<file path="config.mk">
export PLATFORM = sky130hd
export DESIGN_NAME = tensor_block_dequantizer
export DESIGN_NICKNAME = d
export VERILOG_FILES = /design/src/hw/rtl/tbd_pkg.sv /design/src/hw/rtl/tbd_front.sv /design/src/hw/rtl/tbd_fifo.sv /design/src/hw/rtl/tbd_q6_store.sv /design/src/hw/rtl/tbd_fmul.sv /design/src/hw/rtl/tbd_back.sv /design/src/hw/rtl/tensor_block_dequantizer.sv
export SDC_FILE = /design/constraint.sdc
export NUM_CORES = 2
export LEC_CHECK = 0
export BUFFER_PORTS_ARGS = -buffer_cell sky130_fd_sc_hd__buf_2
export CAP_MARGIN = 10
export CORE_MARGIN = 8
export CORE_UTILIZATION = 50
export DETAILED_ROUTE_END_ITERATION = 7
export PLACE_DENSITY = 0.67
export SYNTH_ARGS = -nofsm -noshare
export SYNTH_HDL_FRONTEND = slang
export SYNTH_SLANG_ARGS = --single-unit
</file>
<file path="constraint.sdc">
create_clock -name clk -period 48.7 [get_ports clk]
set_input_delay 4.87 -clock clk [delete_from_list [all_inputs] [get_ports clk]]
set_output_delay 4.87 -clock clk [all_outputs]
set_load 0.1 [all_outputs]
</file>
<file path="src/hw/rtl/tbd_pkg.sv">
// Shared types, constants and the half-to-single conversion for the dequantizer.
package tbd_pkg;

  localparam int LANES      = 8;
  localparam int LANE_IDX_W = $clog2(LANES);
  localparam int LANE_CNT_W = 4;
  localparam int FIFO_DEPTH = 4;
  localparam int FIFO_AW    = $clog2(FIFO_DEPTH);
  localparam int FIFO_CW    = $clog2(FIFO_DEPTH + 1);

  localparam logic [2:0] FMT_F32  = 3'd0;
  localparam logic [2:0] FMT_F16  = 3'd1;
  localparam logic [2:0] FMT_BF16 = 3'd2;
  localparam logic [2:0] FMT_Q4_0 = 3'd3;
  localparam logic [2:0] FMT_Q8_0 = 3'd4;
  localparam logic [2:0] FMT_Q6_K = 3'd5;

  localparam logic [7:0] QB_HDR       = 8'd2;
  localparam logic [7:0] Q8_LAST_POS  = 8'd33;
  localparam logic [7:0] Q6_D_LO_POS  = 8'd208;
  localparam logic [7:0] Q6_LAST_POS  = 8'd209;
  localparam logic [7:0] Q6_BLOCK_LEN = 8'd210;
  localparam logic [7:0] Q6_HI_BASE   = 8'd128;
  localparam logic [7:0] Q6_SC_BASE   = 8'd192;
  localparam logic [7:0] Q6_LAST_ELEM = 8'd255;
  localparam logic [7:0] Q4_OFFSET    = 8'd8;
  localparam logic [7:0] Q6_OFFSET    = 8'd32;

  typedef enum logic [2:0] {
    JOB_NONE, JOB_RAW, JOB_SCALE, JOB_Q4, JOB_Q8, JOB_Q6K
  } job_kind_t;

  typedef struct packed {
    job_kind_t   kind;
    logic [31:0] val;
    logic        tend;
  } job_t;

  typedef enum logic [2:0] {
    TK_NONE, TK_ELEM, TK_RAW, TK_SD, TK_END
  } tk_kind_t;

  typedef struct packed {
    tk_kind_t    kind;
    logic        fin;
    logic [31:0] a;
    logic [7:0]  q;
  } mul_op_t;

  typedef struct packed {
    tk_kind_t    kind;
    logic        fin;
    logic [31:0] val;
  } mul_res_t;

  typedef struct packed {
    logic       we;
    logic [7:0] addr;
    logic [7:0] data;
  } st_wr_t;

  typedef struct packed {
    logic       en;
    logic [6:0] lo_addr;
    logic [5:0] hi_addr;
    logic [3:0] sc_addr;
  } st_rd_t;

  typedef struct packed {
    logic [7:0] lo;
    logic [7:0] hi;
    logic [7:0] sc;
  } st_data_t;

  typedef enum logic [2:0] {
    BK_IDLE, BK_Q4HI, BK_Q6SC, BK_Q6SD, BK_Q6WT, BK_Q6EL, BK_Q6LS
  } bk_state_t;

  function automatic logic [31:0] half_to_single(input logic [15:0] h);
    logic       sgn;
    logic [4:0] ex;
    logic [9:0] man;
    logic [3:0] p;
    logic [3:0] n;
    logic [9:0] mn;
    logic [7:0] e;
    logic [31:0] r;
    sgn = h[15];
    ex  = h[14:10];
    man = h[9:0];
    p   = 4'd0;
    for (int i = 0; i < 10; i++) begin
      if (man[i]) p = 4'(i);
    end
    n  = 4'd10 - p;
    mn = man << n;
    e  = 8'd113 - 8'(n);
    if (ex == 5'd0) begin
      r = (man == 10'd0) ? {sgn, 31'd0} : {sgn, e, mn, 13'd0};
    end else if (ex == 5'd31) begin
      r = {sgn, 8'hFF, man, 13'd0};
    end else begin
      r = {sgn, 8'(ex) + 8'd112, man, 13'd0};
    end
    return r;
  endfunction

endpackage

</file>
<file path="src/hw/rtl/tbd_front.sv">
// Front end: byte intake, element assembly, block headers and job generation.
module tbd_front (
  input  logic          clk,
  input  logic          rst_n,
  input  logic          cfg_we,
  input  logic [2:0]    cfg_wdata,
  input  logic          in_valid,
  output logic          in_stall,
  input  logic [7:0]    in_data_byte,
  input  logic          in_tensor_end,
  input  logic          q_full,
  output logic          q_push,
  output tbd_pkg::job_t q_job,
  output tbd_pkg::st_wr_t st_wr,
  input  logic          q6_done
);
  import tbd_pkg::*;

  logic [2:0]  fmt_r;
  logic [7:0]  pos_r, pos_nxt;
  logic [23:0] asm_r, asm_nxt;
  logic        busy_r, busy_nxt;
  logic        acc;
  logic [7:0]  rel;
  logic [3:0]  j;
  logic        blk_end;

  assign in_stall = q_full || ((fmt_r == FMT_Q6_K) && busy_r);
  assign acc      = in_valid && !in_stall;
  assign rel      = pos_r - QB_HDR;
  assign j        = rel[3:0];
  assign blk_end  = (j == 4'hF);

  always_comb begin
    pos_nxt    = pos_r;
    asm_nxt    = asm_r;
    busy_nxt   = busy_r && !q6_done;
    q_push     = 1'b0;
    q_job.kind = JOB_NONE;
    q_job.val  = 32'd0;
    q_job.tend = in_tensor_end;
    st_wr.we   = 1'b0;
    st_wr.addr = pos_r;
    st_wr.data = in_data_byte;
    if (acc) begin
      case (fmt_r)
        FMT_F32: begin
          if (pos_r[1:0] == 2'd3) begin
            q_push     = 1'b1;
            q_job.kind = JOB_RAW;
            q_job.val  = {in_data_byte, asm_r};
            pos_nxt    = 8'd0;
            asm_nxt    = 24'd0;
          end else begin
            asm_nxt[{pos_r[1:0], 3'b000} +: 8] = in_data_byte;
            pos_nxt = pos_r + 8'd1;
          end
        end
        FMT_F16, FMT_BF16: begin
          if (pos_r != 8'd0) begin
            q_push     = 1'b1;
            q_job.kind = JOB_RAW;
            q_job.val  = (fmt_r == FMT_F16) ? half_to_single({in_data_byte, asm_r[7:0]})
                                            : {in_data_byte, asm_r[7:0], 16'd0};
            pos_nxt    = 8'd0;
            asm_nxt    = 24'd0;
          end else begin
            asm_nxt[7:0] = in_data_byte;
            pos_nxt      = 8'd1;
          end
        end
        FMT_Q4_0, FMT_Q8_0: begin
          if (pos_r == 8'd0) begin
            asm_nxt[7:0] = in_data_byte;
            pos_nxt      = 8'd1;
          end else if (pos_r == 8'd1) begin
            q_push     = 1'b1;
            q_job.kind = JOB_SCALE;
            q_job.val  = half_to_single({in_data_byte, asm_r[7:0]});
            asm_nxt    = 24'd0;
            pos_nxt    = QB_HDR;
          end else if (fmt_r == FMT_Q4_0) begin
            q_push     = 1'b1;
            q_job.kind = JOB_Q4;
            q_job.val  = {19'd0, blk_end, j, in_data_byte};
            pos_nxt    = blk_end ? 8'd0 : pos_r + 8'd1;
          end else begin
            q_push     = 1'b1;
            q_job.kind = JOB_Q8;
            q_job.val  = {24'd0, in_data_byte};
            pos_nxt    = (pos_r >= Q8_LAST_POS) ? 8'd0 : pos_r + 8'd1;
          end
        end
        FMT_Q6_K: begin
          st_wr.we = (pos_r < Q6_BLOCK_LEN);
          if (pos_r == Q6_D_LO_POS) asm_nxt[7:0] = in_data_byte;
          if (pos_r >= Q6_LAST_POS) begin
            q_push     = 1'b1;
            q_job.kind = JOB_Q6K;
            q_job.val  = half_to_single({in_data_byte, asm_r[7:0]});
            busy_nxt   = 1'b1;
            pos_nxt    = 8'd0;
          end else begin
            pos_nxt = pos_r + 8'd1;
          end
        end
        default: begin
        end
      endcase
      if (in_tensor_end) begin
        q_push  = 1'b1;
        pos_nxt = 8'd0;
        asm_nxt = 24'd0;
      end
    end
    if (cfg_we) begin
      pos_nxt = 8'd0;
      asm_nxt = 24'd0;
    end
  end

  always_ff @(posedge clk) begin
    if (!rst_n) begin
      fmt_r  <= FMT_F32;
      pos_r  <= 8'd0;
      asm_r  <= 24'd0;
      busy_r <= 1'b0;
    end else begin
      if (cfg_we) fmt_r <= cfg_wdata;
      pos_r  <= pos_nxt;
      asm_r  <= asm_nxt;
      busy_r <= busy_nxt;
    end
  end

endmodule

</file>
<file path="src/hw/rtl/tbd_fifo.sv">
// Job queue between the front end and the back end.
module tbd_fifo (
  input  logic          clk,
  input  logic          rst_n,
  input  logic          push,
  input  tbd_pkg::job_t push_job,
  input  logic          pop,
  output tbd_pkg::job_t head,
  output logic          full,
  output logic          empty
);
  import tbd_pkg::*;

  job_t               mem_r [FIFO_DEPTH];
  logic [FIFO_AW-1:0] wr_r, rd_r;
  logic [FIFO_CW-1:0] cnt_r;
  logic               do_push, do_pop;

  assign full    = (cnt_r == FIFO_CW'(FIFO_DEPTH));
  assign empty   = (cnt_r == '0);
  assign head    = mem_r[rd_r];
  assign do_push = push && !full;
  assign do_pop  = pop && !empty;

  always_ff @(posedge clk) begin
    if (do_push) mem_r[wr_r] <= push_job;
  end

  always_ff @(posedge clk) begin
    if (!rst_n) begin
      wr_r  <= '0;
      rd_r  <= '0;
      cnt_r <= '0;
    end else begin
      if (do_push) wr_r <= wr_r + 1'b1;
      if (do_pop) rd_r <= rd_r + 1'b1;
      cnt_r <= cnt_r + FIFO_CW'(do_push) - FIFO_CW'(do_pop);
    end
  end

endmodule

</file>
<file path="src/hw/rtl/tbd_q6_store.sv">
// Q6_K block store: low nibbles, high bit pairs and sub-scales.
module tbd_q6_store (
  input  logic              clk,
  input  tbd_pkg::st_wr_t   wr,
  input  tbd_pkg::st_rd_t   rd,
  output tbd_pkg::st_data_t rdata
);
  import tbd_pkg::*;

  logic [7:0] lo_mem [128];
  logic [7:0] hi_mem [64];
  logic [7:0] sc_mem [16];

  always_ff @(posedge clk) begin
    if (wr.we) begin
      if (wr.addr < Q6_HI_BASE) begin
        lo_mem[wr.addr[6:0]] <= wr.data;
      end else if (wr.addr < Q6_SC_BASE) begin
        hi_mem[wr.addr[5:0]] <= wr.data;
      end else if (wr.addr < Q6_D_LO_POS) begin
        sc_mem[wr.addr[3:0]] <= wr.data;
      end
    end
  end

  always_ff @(posedge clk) begin
    if (rd.en) begin
      rdata.lo <= lo_mem[rd.lo_addr];
      rdata.hi <= hi_mem[rd.hi_addr];
      rdata.sc <= sc_mem[rd.sc_addr];
    end
  end

endmodule

</file>
<file path="src/hw/rtl/tbd_fmul.sv">
// Two-stage fp32 by small-integer multiplier with round to nearest even.
module tbd_fmul (
  input  logic              clk,
  input  logic              rst_n,
  input  logic              en,
  input  tbd_pkg::mul_op_t  op,
  output tbd_pkg::mul_res_t res
);
  import tbd_pkg::*;

  tk_kind_t    k1_r, k2_r;
  logic        f1_r, f2_r;
  logic        sp1_r;
  logic [31:0] spv1_r;
  logic        s1_r;
  logic [7:0]  e1_r;
  logic [31:0] p1_r;
  logic [31:0] v2_r;

  logic [7:0]  mag;
  logic [31:0] prod;
  logic        spec;
  logic [31:0] specv;
  logic        a_nan, a_inf, a_zero;

  logic [3:0]  sh;
  logic [31:0] lowmask, dropped, halfv, mant;
  logic        rup;
  logic [24:0] m25;
  logic [7:0]  eo;
  logic [31:0] val;

  always_comb begin
    mag    = op.q[7] ? (~op.q + 8'd1) : op.q;
    prod   = {1'b1, op.a[22:0]} * mag;
    a_nan  = (op.a[30:23] == 8'hFF) && (op.a[22:0] != 23'd0);
    a_inf  = (op.a[30:23] == 8'hFF) && (op.a[22:0] == 23'd0);
    a_zero = (op.a[30:23] == 8'd0) || (op.q == 8'd0);
    spec   = 1'b1;
    specv  = op.a;
    if (op.kind == TK_ELEM || op.kind == TK_SD) begin
      if (a_nan) begin
        specv = {op.a[31:23], 1'b1, op.a[21:0]};
      end else if (a_inf) begin
        specv = (op.q == 8'd0) ? 32'hFFC0_0000 : {op.a[31] ^ op.q[7], 8'hFF, 23'd0};
      end else if (a_zero) begin
        specv = {op.a[31] ^ op.q[7], 31'd0};
      end else begin
        spec = 1'b0;
      end
    end
  end

  always_comb begin
    sh = 4'd0;
    for (int i = 0; i < 9; i++) begin
      if (p1_r[23 + i]) sh = 4'(i);
    end
    lowmask = (32'd1 << sh) - 32'd1;
    dropped = p1_r & lowmask;
    halfv   = (32'd1 << sh) >> 1;
    mant    = p1_r >> sh;
    rup     = (sh != 4'd0) && ((dropped > halfv) || ((dropped == halfv) && mant[0]));
    m25     = {1'b0, mant[23:0]} + 25'(rup);
    eo      = e1_r + 8'(sh) + 8'(m25[24]);
    val     = sp1_r ? spv1_r : {s1_r, eo, (m25[24] ? 23'd0 : m25[22:0])};
  end

  always_ff @(posedge clk) begin
    if (!rst_n) begin
      k1_r <= TK_NONE;
      k2_r <= TK_NONE;
    end else if (en) begin
      k1_r <= op.kind;
      k2_r <= k1_r;
    end
  end

  always_ff @(posedge clk) begin
    if (en) begin
      f1_r   <= op.fin;
      sp1_r  <= spec;
      spv1_r <= specv;
      s1_r   <= op.a[31] ^ op.q[7];
      e1_r   <= op.a[30:23];
      p1_r   <= prod;
      f2_r   <= f1_r;
      v2_r   <= val;
    end
  end

  assign res.kind = k2_r;
  assign res.fin  = f2_r;
  assign res.val  = v2_r;

endmodule

</file>
<file path="src/hw/rtl/tbd_back.sv">
// Back end: job sequencer, multiplier, lane packer and output register.
module tbd_back (
  input  logic              clk,
  input  logic              rst_n,
  input  logic              q_empty,
  input  tbd_pkg::job_t     q_head,
  output logic              q_pop,
  output tbd_pkg::st_rd_t   st_rd,
  input  tbd_pkg::st_data_t st_data,
  output logic              q6_done,
  output logic              out_valid,
  input  logic              out_stall,
  output logic [31:0]       out_lane [tbd_pkg::LANES],
  output logic [tbd_pkg::LANE_CNT_W-1:0] out_lanes_valid,
  output logic              out_final_result
);
  import tbd_pkg::*;

  bk_state_t   state_r, state_nxt;
  logic [7:0]  cnt_r, cnt_nxt;
  logic [7:0]  idx_d_r, idx_d_nxt;
  logic        rd_vld_r, rd_vld_nxt;
  logic        end_r, end_nxt;
  logic [31:0] d_r, d_nxt;
  logic [31:0] scale_r, scale_nxt;
  logic [31:0] sd_r, sd_nxt;
  logic        sd_busy_r, sd_busy_nxt;
  logic [7:0]  q4buf_r [16];
  logic        q4_we;
  logic [7:0]  q4_rd;
  logic [31:0] pend_r [LANES];
  logic [31:0] pend_nxt [LANES];
  logic [31:0] grp [LANES];
  logic [LANE_CNT_W-1:0] pcnt_r, pcnt_nxt, cnt1;
  logic        emit, emit_fin;
  logic [LANE_CNT_W-1:0] emit_cnt;
  logic        out_valid_r;
  logic [31:0] out_lane_r [LANES];
  logic [LANE_CNT_W-1:0] out_cnt_r;
  logic        out_fin_r;
  logic        en;
  mul_op_t     op;
  mul_res_t    res;
  logic [3:0]  low4;
  logic [7:0]  hsh;
  logic [7:0]  q6q;

  assign en = !(out_valid_r && out_stall);

  tbd_fmul u_fmul (
    .clk   (clk),
    .rst_n (rst_n),
    .en    (en),
    .op    (op),
    .res   (res)
  );

  assign st_rd.en      = en;
  assign st_rd.lo_addr = cnt_r[7:1];
  assign st_rd.hi_addr = cnt_r[7:2];
  assign st_rd.sc_addr = cnt_r[7:4];

  assign low4  = idx_d_r[0] ? st_data.lo[7:4] : st_data.lo[3:0];
  assign hsh   = st_data.hi >> {idx_d_r[1:0], 1'b0};
  assign q6q   = {2'b00, hsh[1:0], low4} - Q6_OFFSET;
  assign q4_rd = q4buf_r[cnt_r[3:0]];

  always_comb begin
    state_nxt   = state_r;
    cnt_nxt     = cnt_r;
    idx_d_nxt   = idx_d_r;
    rd_vld_nxt  = rd_vld_r;
    end_nxt     = end_r;
    d_nxt       = d_r;
    scale_nxt   = scale_r;
    sd_busy_nxt = sd_busy_r && (res.kind != TK_SD);
    q_pop       = 1'b0;
    q6_done     = 1'b0;
    q4_we       = 1'b0;
    op.kind     = TK_NONE;
    op.fin      = 1'b0;
    op.a        = 32'd0;
    op.q        = 8'd0;
    case (state_r)
      BK_IDLE: begin
        if (!q_empty && en) begin
          q_pop = 1'b1;
          case (q_head.kind)
            JOB_RAW: begin
              op.kind = TK_RAW;
              op.a    = q_head.val;
              op.fin  = q_head.tend;
            end
            JOB_SCALE: begin
              scale_nxt = q_head.val;
              op.kind   = q_head.tend ? TK_END : TK_NONE;
              op.fin    = q_head.tend;
            end
            JOB_Q8: begin
              op.kind = TK_ELEM;
              op.a    = scale_r;
              op.q    = q_head.val[7:0];
              op.fin  = q_head.tend;
            end
            JOB_Q4: begin
              q4_we   = 1'b1;
              op.kind = TK_ELEM;
              op.a    = scale_r;
              op.q    = {4'd0, q_head.val[3:0]} - Q4_OFFSET;
              op.fin  = q_head.tend && !q_head.val[12];
              if (q_head.val[12]) begin
                end_nxt   = q_head.tend;
                cnt_nxt   = 8'd0;
                state_nxt = BK_Q4HI;
              end
            end
            JOB_Q6K: begin
              d_nxt      = q_head.val;
              end_nxt    = q_head.tend;
              cnt_nxt    = 8'd0;
              rd_vld_nxt = 1'b0;
              state_nxt  = BK_Q6SC;
            end
            default: begin
              op.kind = q_head.tend ? TK_END : TK_NONE;
              op.fin  = q_head.tend;
            end
          endcase
        end
      end
      BK_Q4HI: begin
        op.kind = TK_ELEM;
        op.a    = scale_r;
        op.q    = {4'd0, q4_rd[7:4]} - Q4_OFFSET;
        op.fin  = end_r && (cnt_r[3:0] == 4'hF);
        cnt_nxt = cnt_r + 8'd1;
        if (cnt_r[3:0] == 4'hF) state_nxt = BK_IDLE;
      end
      BK_Q6SC: begin
        state_nxt = BK_Q6SD;
      end
      BK_Q6SD: begin
        op.kind     = TK_SD;
        op.a        = d_r;
        op.q        = st_data.sc;
        sd_busy_nxt = 1'b1;
        state_nxt   = BK_Q6WT;
      end
      BK_Q6WT: begin
        if (!sd_busy_r) state_nxt = BK_Q6EL;
      end
      BK_Q6EL: begin
        if (rd_vld_r) begin
          op.kind = TK_ELEM;
          op.a    = sd_r;
          op.q    = q6q;
        end
        rd_vld_nxt = 1'b1;
        idx_d_nxt  = cnt_r;
        cnt_nxt    = cnt_r + 8'd1;
        if (cnt_r[3:0] == 4'hF) state_nxt = BK_Q6LS;
      end
      BK_Q6LS: begin
        op.kind    = TK_ELEM;
        op.a       = sd_r;
        op.q       = q6q;
        op.fin     = end_r && (idx_d_r == Q6_LAST_ELEM);
        rd_vld_nxt = 1'b0;
        if (idx_d_r == Q6_LAST_ELEM) begin
          q6_done   = en;
          state_nxt = BK_IDLE;
        end else begin
          state_nxt = BK_Q6SC;
        end
      end
      default: state_nxt = BK_IDLE;
    endcase
  end

  always_comb begin
    sd_nxt   = sd_r;
    pcnt_nxt = pcnt_r;
    emit     = 1'b0;
    emit_fin = 1'b0;
    emit_cnt = pcnt_r;
    cnt1     = pcnt_r + 1'b1;
    grp      = pend_r;
    pend_nxt = pend_r;
    case (res.kind)
      TK_SD: sd_nxt = res.val;
      TK_ELEM, TK_RAW: begin
        grp[pcnt_r[LANE_IDX_W-1:0]] = res.val;
        if ((cnt1 == LANE_CNT_W'(LANES)) || res.fin) begin
          emit     = 1'b1;
          emit_fin = res.fin;
          emit_cnt = cnt1;
          pcnt_nxt = '0;
          for (int i = 0; i < LANES; i++) pend_nxt[i] = 32'd0;
        end else begin
          pcnt_nxt = cnt1;
          pend_nxt = grp;
        end
      end
      TK_END: begin
        emit     = 1'b1;
        emit_fin = 1'b1;
        pcnt_nxt = '0;
        for (int i = 0; i < LANES; i++) pend_nxt[i] = 32'd0;
      end
      default: begin
      end
    endcase
  end

  always_ff @(posedge clk) begin
    if (!rst_n) begin
      state_r     <= BK_IDLE;
      cnt_r       <= 8'd0;
      rd_vld_r    <= 1'b0;
      sd_busy_r   <= 1'b0;
      scale_r     <= 32'd0;
      pcnt_r      <= '0;
      out_valid_r <= 1'b0;
      for (int i = 0; i < LANES; i++) pend_r[i] <= 32'd0;
    end else if (en) begin
      state_r     <= state_nxt;
      cnt_r       <= cnt_nxt;
      rd_vld_r    <= rd_vld_nxt;
      sd_busy_r   <= sd_busy_nxt;
      scale_r     <= scale_nxt;
      pcnt_r      <= pcnt_nxt;
      out_valid_r <= emit;
      pend_r      <= pend_nxt;
    end
  end

  always_ff @(posedge clk) begin
    if (en) begin
      idx_d_r <= idx_d_nxt;
      end_r   <= end_nxt;
      d_r     <= d_nxt;
      sd_r    <= sd_nxt;
      if (q4_we) q4buf_r[q_head.val[11:8]] <= q_head.val[7:0];
      if (emit) begin
        out_lane_r <= grp;
        out_cnt_r  <= emit_cnt;
        out_fin_r  <= emit_fin;
      end
    end
  end

  assign out_valid        = out_valid_r;
  assign out_lane         = out_lane_r;
  assign out_lanes_valid  = out_cnt_r;
  assign out_final_result = out_fin_r;

`ifndef SYNTH
  a_sd_ready: assert property (@(posedge clk) disable iff (!rst_n)
    (state_r == BK_Q6EL) |-> !sd_busy_r)
    else $error("element issued before sub-block scale settled");
  a_pcnt: assert property (@(posedge clk) disable iff (!rst_n)
    pcnt_r < LANE_CNT_W'(LANES))
    else $error("partial group overflow");
  a_empty_final: assert property (@(posedge clk) disable iff (!rst_n)
    (out_valid_r && (out_cnt_r == '0)) |-> out_fin_r)
    else $error("empty word without final flag");
  a_done_src: assert property (@(posedge clk) disable iff (!rst_n)
    q6_done |-> (state_r == BK_Q6LS) && (idx_d_r == Q6_LAST_ELEM))
    else $error("block done outside last element");
`endif

endmodule

</file>
<file path="src/hw/rtl/tensor_block_dequantizer.sv">
// Top level of the tensor block dequantizer.
// Usage: write the 3-bit format through cfg_we/cfg_wdata while idle
// (0 F32, 1 F16, 2 BF16, 3 Q4_0, 4 Q8_0, 5 Q6_K). Stream the tensor one byte
// per input word on in_valid/in_stall, in_tensor_end set on the last byte.
// Each output word carries up to eight fp32 lanes, out_lanes_valid counting
// from lane 0, and out_final_result on the tensor's last word.
// A byte that completes an element passes through the job queue, both
// multiplier stages and the output register; its lane leaves with its word
// once the word is full or the tensor ends. F32, F16, BF16 and Q8_0 take
// one byte per cycle while the job queue is not full. Q4_0 holds input,
// once the queue fills, while the high nibbles of an 18-byte block are
// issued. Q6_K takes a 210-byte block at one byte per cycle while the queue
// is not full, then holds input while the 256 elements leave the single
// multiplier (16 sub-blocks, each a scale product, a wait and 16 elements).
// Reset clears the format to F32, the block scale, the byte assembly and
// pending lanes. A stalled output holds the back end; the four-entry job
// queue keeps the front end taking bytes until full, then in_stall rises.
module tensor_block_dequantizer (
  input  logic        clk,
  input  logic        rst_n,
  input  logic        cfg_we,
  input  logic [2:0]  cfg_wdata,
  input  logic        in_valid,
  output logic        in_stall,
  input  logic [7:0]  in_data_byte,
  input  logic        in_tensor_end,
  output logic        out_valid,
  input  logic        out_stall,
  output logic [31:0] out_lane0,
  output logic [31:0] out_lane1,
  output logic [31:0] out_lane2,
  output logic [31:0] out_lane3,
  output logic [31:0] out_lane4,
  output logic [31:0] out_lane5,
  output logic [31:0] out_lane6,
  output logic [31:0] out_lane7,
  output logic [3:0]  out_lanes_valid,
  output logic        out_final_result
);
  import tbd_pkg::*;

  logic      q_full, q_empty, q_push, q_pop, q6_done;
  job_t      push_job, head_job;
  st_wr_t    st_wr;
  st_rd_t    st_rd;
  st_data_t  st_data;
  logic [31:0] lanes [LANES];

  tbd_front u_front (
    .clk           (clk),
    .rst_n         (rst_n),
    .cfg_we        (cfg_we),
    .cfg_wdata     (cfg_wdata),
    .in_valid      (in_valid),
    .in_stall      (in_stall),
    .in_data_byte  (in_data_byte),
    .in_tensor_end (in_tensor_end),
    .q_full        (q_full),
    .q_push        (q_push),
    .q_job         (push_job),
    .st_wr         (st_wr),
    .q6_done       (q6_done)
  );

  tbd_fifo u_fifo (
    .clk      (clk),
    .rst_n    (rst_n),
    .push     (q_push),
    .push_job (push_job),
    .pop      (q_pop),
    .head     (head_job),
    .full     (q_full),
    .empty    (q_empty)
  );

  tbd_q6_store u_store (
    .clk   (clk),
    .wr    (st_wr),
    .rd    (st_rd),
    .rdata (st_data)
  );

  tbd_back u_back (
    .clk              (clk),
    .rst_n            (rst_n),
    .q_empty          (q_empty),
    .q_head           (head_job),
    .q_pop            (q_pop),
    .st_rd            (st_rd),
    .st_data          (st_data),
    .q6_done          (q6_done),
    .out_valid        (out_valid),
    .out_stall        (out_stall),
    .out_lane         (lanes),
    .out_lanes_valid  (out_lanes_valid),
    .out_final_result (out_final_result)
  );

  assign out_lane0 = lanes[0];
  assign out_lane1 = lanes[1];
  assign out_lane2 = lanes[2];
  assign out_lane3 = lanes[3];
  assign out_lane4 = lanes[4];
  assign out_lane5 = lanes[5];
  assign out_lane6 = lanes[6];
  assign out_lane7 = lanes[7];

endmodule

</file>
==> metrics.csv <==
metric;value;unit
status;finished clean;
Yosys reg bits;2699;
worst min-delay path category;reg2reg;
sequential share of power;47.2;%
Worst Hold Path EP;u_back.sd_r[1]$_DFFE_PP_;
Setup crit start kind;primary input;
die area;245100;um2
grt met3 use;4.081;%
Tcrit/Tclk final;27.76;%
Rel. slew slack;10.47;%
min Tclk post-route;13.52;ns
Initial Util;50.11;%
largest net degree at the start of global routing;107;
# IOs;280;
Clock power frac;36.8;%
# resized after CTS;0;
Max Buffers Root-to-Sink;4;
switch share;28.29;%
max-slew violation count;0;
final core occ;56.12;%
Worst path slowest cell;xor2_2;
Post-synth EDFFs;2338;
Core Area;229000;um2
CP dominant cell by count;fa_1;
hold buffers post-CTS;0;
drt first pass iters;6;
Setup TNS;0;ns
global placer's final weighted congestion;0.9058;
CP endpoint kind;register;
vias per inst;6.062;
CTS tree;yes;
die height;495.1;um
RSZ-0062 raised after global routing;false;
Root Buffer;clkbuf_16;
clock tree sinks;2699;
Hold Path Cell Cnt;0;
Final setup viols;0;
FF-to-FF path depth;30;
DR vias;65460;
Syn Inst Count;7290;
hold wc startpoint;u_back.u_fmul.v2_r[1]$_DFFE_PN_;
area grow syn2layout;12.00;%
CP max stage delay;0.80;ns
pin slew with the least headroom to its limit;1.333;ns
Primary FF master, synth;edfxtp_1;
power density cells;44.70;nW/um2
residual DRC count;0;
worst vdd ir;0.03590;mV
Max Cap Viol;0;
synth top area cells;edfxtp_1, mux4_2, dfxtp_1;
worst path buffer plus inverter count;6;
setup bufs post-CTS;0;
Synth Warn #;0;
Comb pwr share;16.0;%
static leakage;41.38;nW
Net count, final;7806;
global-route wire length before repair;441500;um
Die W;495.1;um
grt met2 use;41.07;%
final WL;301200;um
Port Buf Inserts;279;
gr busiest metal;met2;
area fraction of the dominant cell type after synthesis;61.18;%
Psw;0.001626;W
Antenna Nets Post-Route;0;
clk_skew;0.09857;ns
# rows;176;
Final Hold Fails;0;
layout cells sized above 1;22.62;%
placed insts;10290;
total grt overflow;0;
fmax;73.98;MHz
Max FO, Critical Path;62;
post-synth cell types;91;
WP depth;31;
leading area contributor after synthesis;edfxtp_1;
initial DRC count;6894;
Syn Area/Cell;15.74;um2
most frequent cells in the layout;edfxtp_1, nand2_1, mux4_2;
sequential share of the synthesized area;67.48;%
Async S/R FF share, synth;0;%
WS Path Type;in2reg;
antenna violations before repair;8;
RR Startpoint;u_back.out_valid$_SDFFE_PN0N_;
worst path required time;49.30;ns
met1 Use GR;31.57;%
fin cells;10800;
H-tree depth;5;
mapped cell area;114800;um2
Clk Latency, worst-skew pair;0.95;ns
wire per inst;27.90;um
Clk pin slew, worst setup/hold paths;0.06;ns
vias in the first global route;65250;
Worst R2R Setup Slack;38.91;ns
WP data arrival;14.12;ns
GRT Util Overall;24.11;%
commonest non-fill, non-tap cell in the layout;edfxtp_1;
total CTS buffers;292;
Crit Reg-Reg Endpoint;u_back.u_fmul.p1_r[30]$_DFFE_PN_;
DP Wirelength;195600;um
CP top delay family;compound AO/OA/AOI/OAI gates;
P_int;0.004120;W
## flip-flops by register name (all words and copies together) (netlist names), 24 cells and up, named ones only
register              cells
u_back.pend_r           256
u_front.asm_r            24
u_back.sd_r              32
u_back.u_fmul.v2_r       32
u_back.d_r               32
u_store.hi_mem          512
u_back.u_fmul.spv1_r     32
u_store.lo_mem         1024
u_back.out_lane         256
u_store.rdata            24
u_back.scale_r           32
u_back.q4buf_r           64
u_store.sc_mem          128
u_back.u_fmul.p1_r       32
u_fifo.mem_r            144
## metrics by stage
step           power [W]  setup slack (ns)  area (um2)  hold slack [ns]
2_1_floorplan   0.003330             26.84      114800           0.4003
3_3_place_gp    0.003656             34.46      119500           0.4382
3_5_place_dp    0.003668             34.37      119500           0.4349
4_1_cts         0.005765             35.26      128500           0.3997
5_1_grt         0.005927             34.57      128500           0.4238
6_report        0.005746             35.18      128500           0.4039
## layer usage
layer	wire, um	vias up
met4	11090	4
met1	117900	33810
met5	23	-
met2	150600	2842
li1	-	28230
met3	21630	573
## worst max path at each step
stage               from                               endpoint  slack (ns)
2_1_floorplan  out_stall  u_back.out_final_result$_SDFFCE_PP0P_       26.84
3_3_place_gp   out_stall       u_back.u_fmul.p1_r[30]$_DFFE_PN_       34.46
3_5_place_dp   out_stall       u_back.u_fmul.p1_r[30]$_DFFE_PN_       34.37
4_1_cts        out_stall       u_back.u_fmul.p1_r[30]$_DFFE_PN_       35.26
5_1_grt        out_stall       u_back.u_fmul.p1_r[30]$_DFFE_PN_       34.57
6_report       out_stall       u_back.u_fmul.p1_r[30]$_DFFE_PN_       35.18
## power by group through the flow
stage / sequential, W / clock [W] / combinational [W]
2_1_floorplan: 0.00275 / 0 / 0.000585
5_1_grt: 0.00272 / 0.00223 / 0.000984
3_5_place_dp: 0.00276 / 0 / 0.000911
4_1_cts: 0.00271 / 0.00214 / 0.000915
6_report: 0.00271 / 0.00211 / 0.000919
3_3_place_gp: 0.00276 / 0 / 0.000900
## synth_stat cells, drive strengths merged (41+ instances only)
cell type  count
nand2        911
mux2i         66
nand3         68
buf           96
nand2b        52
mux4         573
ha            96
a21oi        360
nor2         508
dfxtp        361
o21ai        146
inv          221
mux2         283
xnor2         50
nor2b         41
a22oi         59
fa           135
edfxtp      2338
a21boi        53
clkbuf       353
## cells by family (layout without fill, tap and decap cells)
logic type	after synthesis	count (layout)	synth area share, %
flip-flops	2699	2699	67.48
AND/OR/NAND/NOR	1782	1782	6.615
multiplexers	922	922	14.60
AO/OA/AOI/OAI	901	901	5.054
buffers and inverters	673	1136	2.237
adder cells (fa/ha/maj)	232	232	3.410
XOR/XNOR	79	79	0.6029
other	2	21	0.006544
## final cells by class
type	count	area [um2]
Inverter	224	845.8
Antenna cell	5	12.51
Clock inverter	134	1192
Clock buffer	369	7804
Multi-Input combinational cell	3932	34970
Tap cell	3026	3786
Timing Repair Buffer	409	2460
Fill cell	17610	100500
Sequential cell	2699	77460
Power figures use the tool's default switching activity.
